<file path="config.mk">
export PLATFORM = sky130hd
export DESIGN_NAME = task_priority_table
export DESIGN_NICKNAME = d
export VERILOG_FILES = /design/src/tpt_pkg.sv /design/src/task_priority_table.sv /design/src/tpt_store.sv /design/src/tpt_seq.sv
export SDC_FILE = /design/constraint.sdc
export NUM_CORES = 1
export LEC_CHECK = 0
export BUFFER_PORTS_ARGS = -buffer_cell sky130_fd_sc_hd__buf_2
export CAP_MARGIN = 20
export CORE_MARGIN = 1.5
export CORE_UTILIZATION = 51
export DETAILED_ROUTE_END_ITERATION = 8
export PLACE_DENSITY = 0.78
export SYNTH_ARGS = -nofsm -noshare
export SYNTH_HDL_FRONTEND = slang
export SYNTH_SLANG_ARGS = --single-unit
</file>
<file path="constraint.sdc">
create_clock -name clock -period 4.5 [get_ports clock]
set_input_delay 0.675 -clock clock [delete_from_list [all_inputs] [get_ports clock]]
set_output_delay 0.675 -clock clock [all_outputs]
set_load 0.05 [all_outputs]
</file>
<file path="src/tpt_pkg.sv">
// Shared types, codes and constants of the task priority table.
package tpt_pkg;

   localparam int DEPTH_DEF = 16;

   typedef enum logic [1:0] {
      ACT_CLEAR     = 2'd0,
      ACT_INS_AUTO  = 2'd1,
      ACT_INS_GIVEN = 2'd2,
      ACT_DELETE    = 2'd3
   } action_type;

   typedef enum logic [1:0] {
      STAT_OK       = 2'd0,
      STAT_FULL     = 2'd1,
      STAT_NOTFOUND = 2'd2
   } status_type;

   typedef struct packed {
      logic [15:0] id;
      logic [7:0]  prio;
      logic [7:0]  start;
      logic [7:0]  dest;
   } entry_type;

   typedef struct packed {
      status_type  status;
      logic [15:0] assigned_id;
      logic        is_empty;
      logic [4:0]  task_count;
      entry_type   best;
   } result_type;

endpackage

</file>
<file path="src/task_priority_table.sv">
// Top level of the task priority table: sequencer, task memory and result register.
// A clear, or a delete on an empty table, goes straight from idle to the done state; any
// other command first walks the entries (held tasks, after an insert) one by one through
// the memory's single read port.
// One command at a time: a new one is taken only back in idle, and the done state waits
// while the result channel stalls. Reset (synchronous) empties the table and zeroes the auto id.
module task_priority_table #(
   parameter int DEPTH = tpt_pkg::DEPTH_DEF
) (
   input  logic        clock,
   input  logic        reset,
   input  logic        req_valid,
   output logic        req_ready,
   input  logic [1:0]  req_action,
   input  logic [15:0] req_task_id,
   input  logic [7:0]  req_priority_req,
   input  logic [7:0]  req_start_station,
   input  logic [7:0]  req_dest_station,
   output logic        rsp_valid,
   input  logic        rsp_ready,
   output logic [1:0]  rsp_status,
   output logic [15:0] rsp_assigned_id,
   output logic        rsp_is_empty,
   output logic [4:0]  rsp_task_count,
   output logic [15:0] rsp_best_id,
   output logic [7:0]  rsp_best_priority,
   output logic [7:0]  rsp_best_start,
   output logic [7:0]  rsp_best_dest
);
   import tpt_pkg::*;

   localparam int IDX_W = $clog2(DEPTH);

   // Memory port between the sequencer and the task store.
   logic             mem_we;
   logic [IDX_W-1:0] mem_waddr;
   entry_type        mem_wdata;
   logic [IDX_W-1:0] mem_raddr;
   entry_type        mem_rdata;

   // Finished result from the sequencer, waiting for the output register.
   logic       res_valid;
   logic       res_take;
   result_type res;

   // The output register parts the result channel from the sequencer, so the
   // sequencer can return to idle while a result is still waiting for its transfer.
   result_type rsp_ff, rsp_in;
   logic       rsp_valid_ff, rsp_valid_in;

   tpt_seq #(
      .DEPTH (DEPTH)
   ) u_seq (
      .clock             (clock),
      .reset             (reset),
      .req_valid         (req_valid),
      .req_ready         (req_ready),
      .req_action        (req_action),
      .req_task_id       (req_task_id),
      .req_priority_req  (req_priority_req),
      .req_start_station (req_start_station),
      .req_dest_station  (req_dest_station),
      .res_valid         (res_valid),
      .res_take          (res_take),
      .res               (res),
      .mem_we            (mem_we),
      .mem_waddr         (mem_waddr),
      .mem_wdata         (mem_wdata),
      .mem_raddr         (mem_raddr),
      .mem_rdata         (mem_rdata)
   );

   // Writes and reads never touch the same entry in one cycle: during compaction the
   // write slot always trails the read pointer, and an append lands before the walk.
   tpt_store #(
      .DEPTH (DEPTH)
   ) u_store (
      .clock     (clock),
      .mem_we    (mem_we),
      .mem_waddr (mem_waddr),
      .mem_wdata (mem_wdata),
      .mem_raddr (mem_raddr),
      .mem_rdata (mem_rdata)
   );

   // A new result may be loaded when the register is empty or is being drained.
   assign res_take = !rsp_valid_ff || rsp_ready;

   always_comb begin
      rsp_in       = rsp_ff;
      rsp_valid_in = rsp_valid_ff;
      if (res_valid && res_take) begin
         rsp_in       = res;
         rsp_valid_in = 1'b1;
      end else if (rsp_ready) begin
         rsp_valid_in = 1'b0;
      end
   end

   always_ff @(posedge clock) begin
      if (reset) begin
         rsp_valid_ff <= 1'b0;
      end else begin
         rsp_valid_ff <= rsp_valid_in;
      end
   end

   always_ff @(posedge clock) begin
      rsp_ff <= rsp_in;
   end

   assign rsp_valid         = rsp_valid_ff;
   assign rsp_status        = rsp_ff.status;
   assign rsp_assigned_id   = rsp_ff.assigned_id;
   assign rsp_is_empty      = rsp_ff.is_empty;
   assign rsp_task_count    = rsp_ff.task_count;
   assign rsp_best_id       = rsp_ff.best.id;
   assign rsp_best_priority = rsp_ff.best.prio;
   assign rsp_best_start    = rsp_ff.best.start;
   assign rsp_best_dest     = rsp_ff.best.dest;

endmodule

</file>
<file path="src/tpt_store.sv">
// Task memory: one write port and one registered read port.
module tpt_store #(
   parameter int DEPTH = tpt_pkg::DEPTH_DEF
) (
   input  logic                      clock,
   input  logic                      mem_we,
   input  logic [$clog2(DEPTH)-1:0]  mem_waddr,
   input  tpt_pkg::entry_type        mem_wdata,
   input  logic [$clog2(DEPTH)-1:0]  mem_raddr,
   output tpt_pkg::entry_type        mem_rdata
);
   import tpt_pkg::*;

   entry_type mem_ff [DEPTH];
   entry_type rdata_ff;

   always_ff @(posedge clock) begin
      if (mem_we) begin
         mem_ff[mem_waddr] <= mem_wdata;
      end
      rdata_ff <= mem_ff[mem_raddr];
   end

   assign mem_rdata = rdata_ff;

endmodule

</file>
<file path="src/tpt_seq.sv">
// Command sequencer: insert, delete with compaction, and best-task scan over the memory.
module tpt_seq #(
   parameter int DEPTH = tpt_pkg::DEPTH_DEF
) (
   input  logic                      clock,
   input  logic                      reset,
   input  logic                      req_valid,
   output logic                      req_ready,
   input  logic [1:0]                req_action,
   input  logic [15:0]               req_task_id,
   input  logic [7:0]                req_priority_req,
   input  logic [7:0]                req_start_station,
   input  logic [7:0]                req_dest_station,
   output logic                      res_valid,
   input  logic                      res_take,
   output tpt_pkg::result_type       res,
   output logic                      mem_we,
   output logic [$clog2(DEPTH)-1:0]  mem_waddr,
   output tpt_pkg::entry_type        mem_wdata,
   output logic [$clog2(DEPTH)-1:0]  mem_raddr,
   input  tpt_pkg::entry_type        mem_rdata
);
   import tpt_pkg::*;

   localparam int IDX_W = $clog2(DEPTH);
   localparam int CNT_W = $clog2(DEPTH + 1);

   typedef enum logic [2:0] {
      ST_IDLE = 3'b001,
      ST_SCAN = 3'b010,
      ST_DONE = 3'b100
   } state_type;

   state_type        state_ff, state_in;
   logic [CNT_W-1:0] count_ff, count_in;
   logic [15:0]      auto_id_ff, auto_id_in;
   logic [CNT_W-1:0] scan_n_ff, scan_n_in;
   logic [CNT_W-1:0] rd_ptr_ff, rd_ptr_in;
   logic             data_vld_ff, data_vld_in;
   logic [IDX_W-1:0] data_idx_ff, data_idx_in;
   logic             del_mode_ff, del_mode_in;
   logic             found_ff, found_in;
   logic [15:0]      tid_ff, tid_in;
   status_type       status_ff, status_in;
   logic [15:0]      assigned_ff, assigned_in;
   entry_type        best_ff, best_in;
   logic             have_best_ff, have_best_in;
   logic             match;

   always_comb begin
      state_in     = state_ff;
      count_in     = count_ff;
      auto_id_in   = auto_id_ff;
      scan_n_in    = scan_n_ff;
      rd_ptr_in    = rd_ptr_ff;
      data_vld_in  = 1'b0;
      data_idx_in  = data_idx_ff;
      del_mode_in  = del_mode_ff;
      found_in     = found_ff;
      tid_in       = tid_ff;
      status_in    = status_ff;
      assigned_in  = assigned_ff;
      best_in      = best_ff;
      have_best_in = have_best_ff;
      match        = 1'b0;
      mem_we       = 1'b0;
      mem_waddr    = data_idx_ff - IDX_W'(1);
      mem_wdata    = mem_rdata;
      mem_raddr    = rd_ptr_ff[IDX_W-1:0];

      case (state_ff)
         ST_IDLE: begin
            if (req_valid) begin
               have_best_in = 1'b0;
               found_in     = 1'b0;
               rd_ptr_in    = '0;
               tid_in       = req_task_id;
               del_mode_in  = 1'b0;
               assigned_in  = '0;
               status_in    = STAT_OK;
               scan_n_in    = count_ff;
               state_in     = ST_SCAN;
               case (action_type'(req_action))
                  ACT_CLEAR: begin
                     count_in  = '0;
                     scan_n_in = '0;
                  end
                  ACT_INS_AUTO, ACT_INS_GIVEN: begin
                     if (count_ff == CNT_W'(DEPTH)) begin
                        status_in = STAT_FULL;
                     end else begin
                        // Append at the tail; the scan reads it back later.
                        mem_we          = 1'b1;
                        mem_waddr       = count_ff[IDX_W-1:0];
                        mem_wdata.id    = req_task_id;
                        mem_wdata.prio  = req_priority_req;
                        mem_wdata.start = req_start_station;
                        mem_wdata.dest  = req_dest_station;
                        count_in        = count_ff + CNT_W'(1);
                        scan_n_in       = count_ff + CNT_W'(1);
                        if (action_type'(req_action) == ACT_INS_AUTO) begin
                           mem_wdata.id = auto_id_ff;
                           assigned_in  = auto_id_ff;
                           auto_id_in   = auto_id_ff + 16'd1;
                        end
                     end
                  end
                  ACT_DELETE: begin
                     del_mode_in = 1'b1;
                     status_in   = STAT_NOTFOUND;
                  end
                  default: begin
                     state_in = ST_DONE;
                  end
               endcase
               if (scan_n_in == '0) begin
                  state_in = ST_DONE;
               end
            end
         end
         ST_SCAN: begin
            if (rd_ptr_ff < scan_n_ff) begin
               data_vld_in = 1'b1;
               data_idx_in = rd_ptr_ff[IDX_W-1:0];
               rd_ptr_in   = rd_ptr_ff + CNT_W'(1);
            end
            if (data_vld_ff) begin
               match = del_mode_ff && !found_ff && (mem_rdata.id == tid_ff);
               if (match) begin
                  found_in  = 1'b1;
                  count_in  = count_ff - CNT_W'(1);
                  status_in = STAT_OK;
               end else begin
                  // Entries behind the deleted one move down by one slot.
                  if (found_ff) begin
                     mem_we = 1'b1;
                  end
                  if (!have_best_ff || (mem_rdata.prio > best_ff.prio)) begin
                     best_in      = mem_rdata;
                     have_best_in = 1'b1;
                  end
               end
               if (CNT_W'(data_idx_ff) == scan_n_ff - CNT_W'(1)) begin
                  state_in = ST_DONE;
               end
            end
         end
         ST_DONE: begin
            if (res_take) begin
               state_in = ST_IDLE;
            end
         end
         default: begin
            state_in = ST_IDLE;
         end
      endcase
   end

   always_ff @(posedge clock) begin
      if (reset) begin
         state_ff     <= ST_IDLE;
         count_ff     <= '0;
         auto_id_ff   <= '0;
         scan_n_ff    <= '0;
         rd_ptr_ff    <= '0;
         data_vld_ff  <= 1'b0;
         data_idx_ff  <= '0;
         del_mode_ff  <= 1'b0;
         found_ff     <= 1'b0;
         have_best_ff <= 1'b0;
         status_ff    <= STAT_OK;
         assigned_ff  <= '0;
      end else begin
         state_ff     <= state_in;
         count_ff     <= count_in;
         auto_id_ff   <= auto_id_in;
         scan_n_ff    <= scan_n_in;
         rd_ptr_ff    <= rd_ptr_in;
         data_vld_ff  <= data_vld_in;
         data_idx_ff  <= data_idx_in;
         del_mode_ff  <= del_mode_in;
         found_ff     <= found_in;
         have_best_ff <= have_best_in;
         status_ff    <= status_in;
         assigned_ff  <= assigned_in;
      end
   end

   always_ff @(posedge clock) begin
      tid_ff  <= tid_in;
      best_ff <= best_in;
   end

   assign req_ready       = (state_ff == ST_IDLE);
   assign res_valid       = (state_ff == ST_DONE);
   assign res.status      = status_ff;
   assign res.assigned_id = assigned_ff;
   assign res.is_empty    = (count_ff == '0);
   assign res.task_count  = 5'(count_ff);
   assign res.best        = have_best_ff ? best_ff : '0;

endmodule

</file>
---- Yosys cells after proc, flatten, opt, wreduce, memory -nomap -nowiden ----
Memory sizes are Yosys's and may differ from the RTL's. A register that Yosys moved wholly into a read port is not among the register bits.
Cells that the tools add are included.
word-level totals
  bits in writable memories ............... 640
  output and inout bits ................... 66
  bits in registers ....................... 181
  memories ................................ 1
  input port bits ......................... 46
memories
  name            depth  width  read ports  clocked after Yosys merged registers in  write ports  line             source
  u_store.mem_ff  16     40     1           1                                        1            tpt_store.sv:14  entry_type mem_ff [DEPTH];
cells by class
  equality and inequality tests ........... 17
  bitwise gates (word level) .............. 3
  magnitude comparators ................... 2
  muxes and demuxes ....................... 55
  reductions and logical operators ........ 23
  add/subtract/negate cells ............... 6
operators with widths
  kind                     count
  $mux W40                 4
  $mux W16                 4
  $mux W5                  7
  $pmux W5 S2              3
  $mux W1                  19
  $add A16 B1 Y16 const B  1
  $eq A16 B16 Y1           1
  $mux W4                  4
  $mux W3                  5
  $ne A2 B1 Y1 const B     6
  $reduce_and A4 Y1        3
  $add A5 B1 Y5 const B    2
  $logic_not A5 Y1         2
  $reduce_and A5 Y1        2
  $sub A5 B1 Y5 const B    2
  $pmux W3 S3              1
  $gt A8 B8 Y1             1
  $pmux W2 S2              2
  $mux W2                  3
  $pmux W1 S2              3
  $eq A4 B5 Y1             1
  $eq A5 B5 Y1 const B     1
  $lt A5 B5 Y1             1
  $eq A2 B2 Y1 const B     2
  15 further kinds         26

---- Depth between registers and ports, before layout ----
Gate-level depths: netlist of the first run.
  word-level depth ........................ 9
  mapped depth ............................ 11

---- By module ----
Synthesis of the first run repeated with hierarchy kept, for this count alone.
unflattened totals
  cells, all modules ...................... 1,697
  area, all modules ....................... 33,042.9 um^2
modules (own cells, without submodules)
  module               seq. area each (um^2)  area an instance (um^2)  cells each  instances
  tpt_store            20,019.2               25,131.6                 1,040       1
  tpt_seq              2,882.8                5,934.4                  588         1
  task_priority_table  1,941.9                1,976.9                  69          1

---- Worst setup path before layout of the first run ----
OpenSTA, ideal clock, no wires.
  kind .................................... register -> register
  from .................................... register u_seq.best_ff[17] (netlist name)
  to ...................................... register u_seq.best_ff[0] (netlist name) (enable)
  setup time .............................. 0.498 ns
  arrival ................................. 4.060 ns
  stages on the path, launching flop included .. 9
  setup slack ............................. -0.058 ns
  clock period less this slack ............ 4.558 ns
  buffers on the path ..................... 0
  path through ............................ edfxtp_1 -> inv_1 -> ha_1 -> nor2b_1 -> o21a_1 -> o21ai_0 -> nand2b_1 -> a21oi_1 -> a211oi_1
between the ends
  word-level cells in the longest chain between the ends .. 3
RTL lines
  what                                line            source
  start, declared                     tpt_seq.sv:46   entry_type best_ff, best_in;
  start signal, assigned              tpt_seq.sv:191  best_ff <= best_in;
  $gt A8 B8 Y1                        tpt_seq.sv:138  if (!have_best_ff || (mem_rdata.prio > best_ff.prio)) begin
  $logic_or A1 B1 Y1                  tpt_seq.sv:138
  $reduce_and A4 Y1 (no source line)  --
Every way passes these cells.
A chain may end at the register's enable or synchronous reset.

---- Worst setup path in the final report of the first run ----
  from .................................... register u_seq.count_ff[0]
  to ...................................... memory u_store.mem_ff[7][27] (netlist name) (enable)
between the ends
  word-level cells in the longest chain between the ends .. 7
  elaborated cells between the ends (all ways) .. 11
RTL lines
  what                           line             source
  start, declared                tpt_seq.sv:35    logic [CNT_W-1:0] count_ff, count_in;
  start signal, assigned         tpt_seq.sv:175   count_ff <= count_in;
  $eq A5 B5 Y1                   tpt_seq.sv:89    if (count_ff == CNT_W'(DEPTH)) begin
  $mux W1                        tpt_seq.sv:89
  $mux W1                        tpt_seq.sv:83    case (action_type'(req_action))
  $mux W1                        tpt_seq.sv:73    if (req_valid) begin
  $pmux W1 S2                    tpt_seq.sv:71    case (state_ff)
  $mux W1                        tpt_store.sv:18  if (mem_we) begin
  $mux W1 (implied by the code)  tpt_store.sv:19  mem_ff[mem_waddr] <= mem_wdata;
  end, declared                  tpt_store.sv:14
Parallel ways exist; a longest one is shown, timed or not.

==> results of run 1 <==
registers in the layout, indices dropped and copies added (netlist names), 2 cells and up:
signal / count
rsp_best_dest: 8
u_seq.best_ff: 40
u_seq.scan_n_ff: 5
rsp_status: 2
u_seq.assigned_ff: 16
rsp_best_start: 8
rsp_assigned_id: 16
rsp_best_priority: 8
u_seq.data_idx_ff: 4
rsp_best_id: 16
u_store.mem_ff: 640
u_seq.state_ff: 3
rsp_task_count: 5
u_seq.status_ff: 2
u_seq.auto_id_ff: 16
u_seq.rd_ptr_ff: 5
u_seq.tid_ff: 16
u_store.mem_rdata: 40
u_seq.count_ff: 5
logic make-up (layout without fill, tap and decap cells):
logic type | Yosys count | in the layout | share of synthesized area
compound gates | 116 | 116 | 0.02201
simple gates | 302 | 302 | 0.04287
flops | 861 | 861 | 0.7587
other cells | 0 | 1 | 0
buf+inv | 108 | 340 | 0.01509
xor+xnor | 38 | 38 | 0.01016
fa+ha+maj | 22 | 22 | 0.008406
mux | 217 | 217 | 0.1428
power by group through the flow:
| stage | combinational (µW) | clock [µW] | sequential, µW |
|---|---|---|---|
| 2_1_floorplan | 378 | 0 | 9170 |
| 3_3_place_gp | 640 | 0 | 9120 |
| 3_5_place_dp | 675 | 0 | 9130 |
| 4_1_cts | 679 | 7150 | 8960 |
| 5_1_grt | 740 | 7460 | 8960 |
| 6_report | 690 | 7070 | 8960 |
Yosys cell counts (3+ instances only):
cell type  instances  area share
nor2_1            95       0.011
xnor2_1           10      0.0027
and3_1             4     0.00076
clkbuf_1          39      0.0045
inv_1             22      0.0025
a21oi_1           43      0.0066
and2_1            36      0.0069
a21o_1             4     0.00092
o21ai_0           20      0.0031
edfxtp_1         760        0.70
nor4_1             5     0.00096
mux2i_1           17      0.0052
buf_4              5      0.0011
nand4_1            7      0.0013
a22oi_1           16      0.0037
or3_1              4     0.00076
nor3_1            11      0.0017
xor2_1            28      0.0075
nand2b_1           6      0.0011
nor3b_1            5      0.0011
o21a_1             4     0.00092
nand3b_1           3     0.00069
buf_6              5      0.0017
and4_1             3     0.00080
ha_1              22      0.0084
nand3_1           13      0.0020
dfxtp_1          101       0.062
a31oi_1            7      0.0013
nand2_1          102       0.012
mux4_2           200        0.14
a211oi_1           8      0.0018
buf_2             23      0.0035
buf_1             10      0.0011
stage by stage:
step | setup WS [ns] | cell area [µm²]
3_3_place_gp | 0.7679 | 34590
3_5_place_dp | 0.6611 | 34600
4_1_cts | 0.6850 | 37400
2_1_floorplan | 0.3983 | 32750
5_1_grt | 0.3541 | 37430
6_report | 0.6619 | 37440
layout by cell type, fill, tap and decap left out, types with 3 or more instances in the layout:
master	n
edfxtp_1	760
mux4_2	200
buf_2	111
nand2_1	102
dfxtp_1	98
clkbuf_16	85
nor2_1	79
a21oi_1	43
buf_4	43
and2_1	36
xor2_1	28
inv_1	22
ha_1	22
clkinv_2	21
o21ai_0	19
mux2i_1	17
nor2_4	16
a22oi_1	16
nand3_1	13
clkbuf_1	13
nor3_1	11
xnor2_1	10
clkbuf_8	10
buf_12	10
bufinv_16	8
a31oi_1	7
nand4_1	7
a211oi_1	7
nand2b_1	6
nor4_1	5
clkinvlp_4	5
nor3b_1	4
o21a_1	4
a21o_1	4
or3_1	4
and3_1	3
clkinv_1	3
nand3b_1	3
and4_1	3
dfxtp_4	3
layer usage:
metal / share of wire / wire, µm / vias up
met5: 0.00018 / 13 / -
met4: 0.022 / 1614 / 2
met3: 0.091 / 6613 / 132
met2: 0.49 / 35820 / 910
met1: 0.40 / 28880 / 8613
li1: - / - / 6967
critical path: cells and delay by family (launching register included):
family | cells | cell delay [ns]
fa+ha+maj | 1 | 0.26
flops | 1 | 0.60
buf+inv | 2 | 0.54
compound gates | 1 | 0.15
simple gates | 5 | 1.95
worst max-delay path by stage:
stage                           start                     end  slack, ns
floorplan           u_seq.count_ff[0]    u_store.mem_ff[5][0]       0.40
global placement        req_action[1]    u_store.mem_ff[7][5]       0.77
detailed placement      req_action[1]  u_store.mem_ff[15][30]       0.66
CTS                 u_seq.count_ff[0]   u_store.mem_ff[4][30]       0.68
global route        u_seq.count_ff[0]   u_store.mem_ff[7][33]       0.35
finish              u_seq.count_ff[0]   u_store.mem_ff[7][27]       0.66
layout make-up:
class | count | share of cell area
clock inverters | 43 | 0.01287
clock buffers | 108 | 0.06180
multi-input cells | 695 | 0.2017
inverters | 25 | 0.002574
well taps | 846 | 0.02828
flip-flops and latches | 861 | 0.6639
diodes | 1 | 0.00006684
repair buffers | 164 | 0.02881
==> flow_metrics.env, run 1 <==
export IMPL_peakVddDrop_v=0.0002992
export IMPL_worst_hold_slack_ns=0.2579
export IMPL_syn_to_final_growth_pct=14.33
export IMPL_p_clk_frac=0.423
export IMPL_grt_use_total=0.2219
export IMPL_cts_root_buf="clkbuf_16"
export IMPL_hold_end="u_seq.tid_ff[12]"
export IMPL_cts_sinks=861
export IMPL_holdPathStages=1
export IMPL_tightest_slew_ns=1.110
export IMPL_nFillCells=4447
export IMPL_run_status="finished clean"
export IMPL_post_route_drc_count=0
export IMPL_netSwitchingFraction=0.2115
export IMPL_antenna_left=0
export IMPL_cap_viol_max_count=0
export IMPL_antenna_found_initial=3
export IMPL_totalWireLength_mm=72.94
export IMPL_drv_slew=0
export IMPL_htreeDepth=3
export IMPL_timing_rr_start="u_seq.count_ff[0]"
export IMPL_fin_crit_sh=0.8529
export IMPL_cts_buffers=81
export IMPL_num_rows=92
export IMPL_cp_slowest_stage_delay_ns=0.66
export IMPL_fp_dieW_um=256.4
export IMPL_ys_types=52
export IMPL_postCtsHoldBufs=0
export IMPL_netlist_instances=1664
export IMPL_globalRoute_busiestLayer="met2"
export IMPL_fmax_mhz=260.5
export IMPL_critPathMaxFanout=15
export IMPL_required_ns=4.81
export IMPL_holdCritStartpoint="req_task_id[12]"
export IMPL_setup_tns_ns=0
export IMPL_combPwrFrac=0.041
export IMPL_dieArea_mm2=0.06574
export IMPL_syn_avg_cell_area_um2=19.68
export IMPL_multi_input_area_mm2=0.007550
export IMPL_cp_common_cell="nand2_1"
export IMPL_ioPinCount=112
export IMPL_seq_power_share=0.536
export IMPL_post_drt_wl_per_cell_um=26.59
export IMPL_place_congestion=0.8758
export IMPL_start_util=0.5172
export IMPL_first_pass_iters=5
export IMPL_worstPathArrival_ns=4.15
export IMPL_drt_iter0_drc=1734
export IMPL_powerDensity_mw_per_mm2=446.7
export IMPL_slew_headroom=0.2566
export IMPL_fp_dieH_um=256.4
export IMPL_power_uw=16720
export IMPL_async_reset_ff_frac=0
export IMPL_hp_class="input pin to register"
export IMPL_clk_latency_ns=0.63
export IMPL_r2r_end="u_store.mem_ff[7][27]"
export IMPL_cts_tree="done"
export IMPL_power_switching_uw=3537
export IMPL_p_int_uw=13190
export IMPL_rr_worst_depth=9
export IMPL_grt_overflow=0
export IMPL_start_kind="register"
export IMPL_drive_gt1_frac=0.2785
export IMPL_final_hold_viol_count=0
export IMPL_num_vias=16620
export IMPL_fin_skew_ns=0.02208
export IMPL_cts_clk_slew_worst_paths_ns=0.07
export IMPL_gr_usage_met3=0.04597
export IMPL_stdcell_count=2743
export IMPL_synth_nets=1732
export IMPL_crit_chain="inv_1 > ha_1 > nand4bb_1 > nor3b_2 > nand2_1 > o21ai_0 > nand2_1 > nor2_4 > buf_4"
export IMPL_rsz0062_at_grt="false"
export IMPL_leakage_uw=0.01211
export IMPL_synth_area_mm2=0.03275
export IMPL_synth_edff_count=760
export IMPL_core_area_mm2=0.06331
export IMPL_critPathSlowestCell="nor3b_2"
export IMPL_final_nets=1896
export IMPL_synth_flop_cell="edfxtp_1"
export IMPL_place_inst=2586
export IMPL_fin_util=0.5913
export IMPL_setup_violations=0
export IMPL_synth_warnings=0
export IMPL_grt_pass1_wl_mm=107.4
export IMPL_clk_path_buf_depth=3
export IMPL_crit_path_end_kind="register"
export IMPL_grt_max_degree=65
export IMPL_fin_crit_ns=3.838
export IMPL_grt_pass1_vias=16720
export IMPL_hpwlAfterDp_mm=39.01
export IMPL_met1_usage=0.3056
export IMPL_ys_seq_area_frac=0.7587
export IMPL_cts_resized=0
export IMPL_io_buffers=111
export IMPL_ff2ff_setup_slack_ns=0.66
export IMPL_routed_via_density=6.061
export IMPL_postCtsSetupBuffers=0
export IMPL_grtUsageMet2=0.3650
export IMPL_ys_ff_latch=861
export IMPL_criticalPathCategory="register to register"
export IMPL_seqCellArea_mm2=0.02486
(Power assumes the default switching activity.)
==> run 2, diff against run 1 <==
--- a/config.mk
+++ b/config.mk
@@ -7,7 +7,7 @@
 export LEC_CHECK = 0
 export BUFFER_PORTS_ARGS = -buffer_cell sky130_fd_sc_hd__buf_2
 export CAP_MARGIN = 20
-export CORE_MARGIN = 1.5
+export CORE_MARGIN = 3
 export CORE_UTILIZATION = 51
 export DETAILED_ROUTE_END_ITERATION = 8
 export PLACE_DENSITY = 0.78
==> flow_metrics.env, run 2 (synthesis results as in run 1) <==
export IMPL_criticalPathCategory="register to register"
export IMPL_worstPathArrival_ns=4.10
export IMPL_crit_chain="inv_1 > ha_1 > nand4bb_1 > nor3b_2 > nand2_1 > o21ai_0 > nand2_1 > nor2_4 > buf_4"
export IMPL_setup_tns_ns=0
export IMPL_antenna_found_initial=2
export IMPL_postCtsSetupBuffers=0
export IMPL_antenna_cells=0
export IMPL_nFillCells=4440
export IMPL_cap_viol_max_count=0
export IMPL_fp_dieW_um=259.4
export IMPL_rr_worst_depth=9
export IMPL_holdCritStartpoint="req_task_id[4]"
export IMPL_post_drt_wl_per_cell_um=27.27
export IMPL_grt_max_degree=76
export IMPL_cts_tree="done"
export IMPL_cts_resized=0
export IMPL_largest_reg_flops=640
export IMPL_final_hold_viol_count=0
export IMPL_first_pass_iters=6
export IMPL_cp_common_cell="nand2_1"
export IMPL_drv_slew=0
export IMPL_grt_pass1_vias=17230
export IMPL_final_common_cell="edfxtp_1"
export IMPL_slew_headroom=0.2759
export IMPL_tightest_slew_ns=1.081
export IMPL_required_ns=4.82
export IMPL_hold_end="u_seq.tid_ff[4]"
export IMPL_regMostFlops="u_store.mem_ff"
export IMPL_crit_path_end_kind="register"
export IMPL_num_vias=16800
export IMPL_drive_gt1_frac=0.2731
export IMPL_layout_common_cells="760 x edfxtp_1, 200 x mux4_2, 111 x buf_2, 102 x nand2_1, 98 x dfxtp_1"
export IMPL_num_rows=92
export IMPL_ioPinCount=112
export IMPL_timing_rr_start="u_seq.count_ff[0]"
export IMPL_holdPathStages=1
export IMPL_drt_iter0_drc=2221
export IMPL_start_kind="register"
export IMPL_cts_root_buf="clkbuf_16"
export IMPL_final_nets=1897
export IMPL_fmax_mhz=264.4
export IMPL_r2r_end="u_store.mem_ff[5][39]"
export IMPL_fp_dieH_um=259.4
export IMPL_postCtsHoldBufs=0
export IMPL_grt_overflow=0
export IMPL_cts_buffers=81
export IMPL_hpwlAfterDp_mm=40.39
export IMPL_run_status="finished clean"
export IMPL_grt_use_total=0.2270
export IMPL_hp_class="input pin to register"
export IMPL_routed_via_density=6.124
export IMPL_leakage_uw=0.01206
export IMPL_fin_crit_sh=0.8406
export IMPL_fin_util=0.5903
export IMPL_totalWireLength_mm=74.79
export IMPL_fin_skew_ns=0.02720
export IMPL_clk_latency_ns=0.63
export IMPL_power_uw=16510
export IMPL_core_area_mm2=0.06331
export IMPL_ff2ff_setup_slack_ns=0.72
export IMPL_htreeDepth=3
export IMPL_grt_pass1_wl_mm=111.8
export IMPL_rsz0062_at_grt="false"
export IMPL_clk_path_buf_depth=3
export IMPL_cts_clk_slew_worst_paths_ns=0.07
export IMPL_critPathMaxFanout=14
export IMPL_peakVddDrop_v=0.0003991
export IMPL_io_buffers=111
export IMPL_cp_slowest_stage_delay_ns=0.70
export IMPL_syn_to_final_growth_pct=14.13
export IMPL_powerDensity_mw_per_mm2=441.8
export IMPL_antenna_left=0
export IMPL_fin_crit_ns=3.783
export IMPL_cts_sinks=861
export IMPL_place_congestion=0.8598
export IMPL_dieArea_mm2=0.06728
export IMPL_start_util=0.5172
export IMPL_worst_hold_slack_ns=0.2713
export IMPL_setup_violations=0
export IMPL_critPathSlowestCell="nor2_4"
export IMPL_post_route_drc_count=0
==> run 2: how the worst max path moves through the flow <==
stage / start / to / depth (start not counted)
global placement: req_action[1] / u_store.mem_ff[5][38] / 9
finish: u_seq.count_ff[0] / u_store.mem_ff[5][39] / 9
detailed placement: req_action[1] / u_store.mem_ff[5][32] / 9
CTS: u_seq.count_ff[0] / u_store.mem_ff[5][39] / 9
floorplan: u_seq.count_ff[0] / u_store.mem_ff[5][0] / 10
global route: u_seq.count_ff[0] / u_store.mem_ff[5][39] / 9
==> run 2: critical path: cells and delay by family, from the launching register on <==
| family | cells | cell delay (ns) |
|---|---|---|
| compound gates | 1 | 0.15 |
| fa+ha+maj | 1 | 0.27 |
| buf+inv | 2 | 0.51 |
| flops | 1 | 0.62 |
| simple gates | 5 | 1.93 |
==> run 2: per-layer routing <==
| metal | track usage | share of wire |
|---|---|---|
| met4 | 0.06805 | 0.030 |
| met3 | 0.04956 | 0.089 |
| met2 | 0.3695 | 0.49 |
| met5 | 0 | 0.00017 |
| met1 | 0.3115 | 0.39 |
==> run 2: layout make-up <==
cell class,count,area [µm²],area share
clock buffers,109,2256,0.06036
clock inverters,42,436.7,0.01168
inverters,25,96.34,0.002578
multi-input cells,695,7550,0.2020
flip-flops and latches,861,24850,0.6650
well taps,846,1059,0.02832
repair buffers,165,1124,0.03006
==> run 2: report_power, final <==
group | switching [µW] | total (µW) | internal (µW)
logic | 536 | 702 | 166
registers | 48.3 | 8960 | 8910
clock network | 2930 | 6850 | 3920
total | 3520 | 16500 | 13000
==> run 2: through the flow <==
step	instances	setup WS, ns	cell area (µm²)
after floorplan	1664	0.3983	32750
after global placement	2583	0.9527	34610
after detailed placement	2584	0.8149	34620
after CTS	2735	0.8574	37310
after global routing	2743	0.4586	37370
final	2743	0.7173	37370
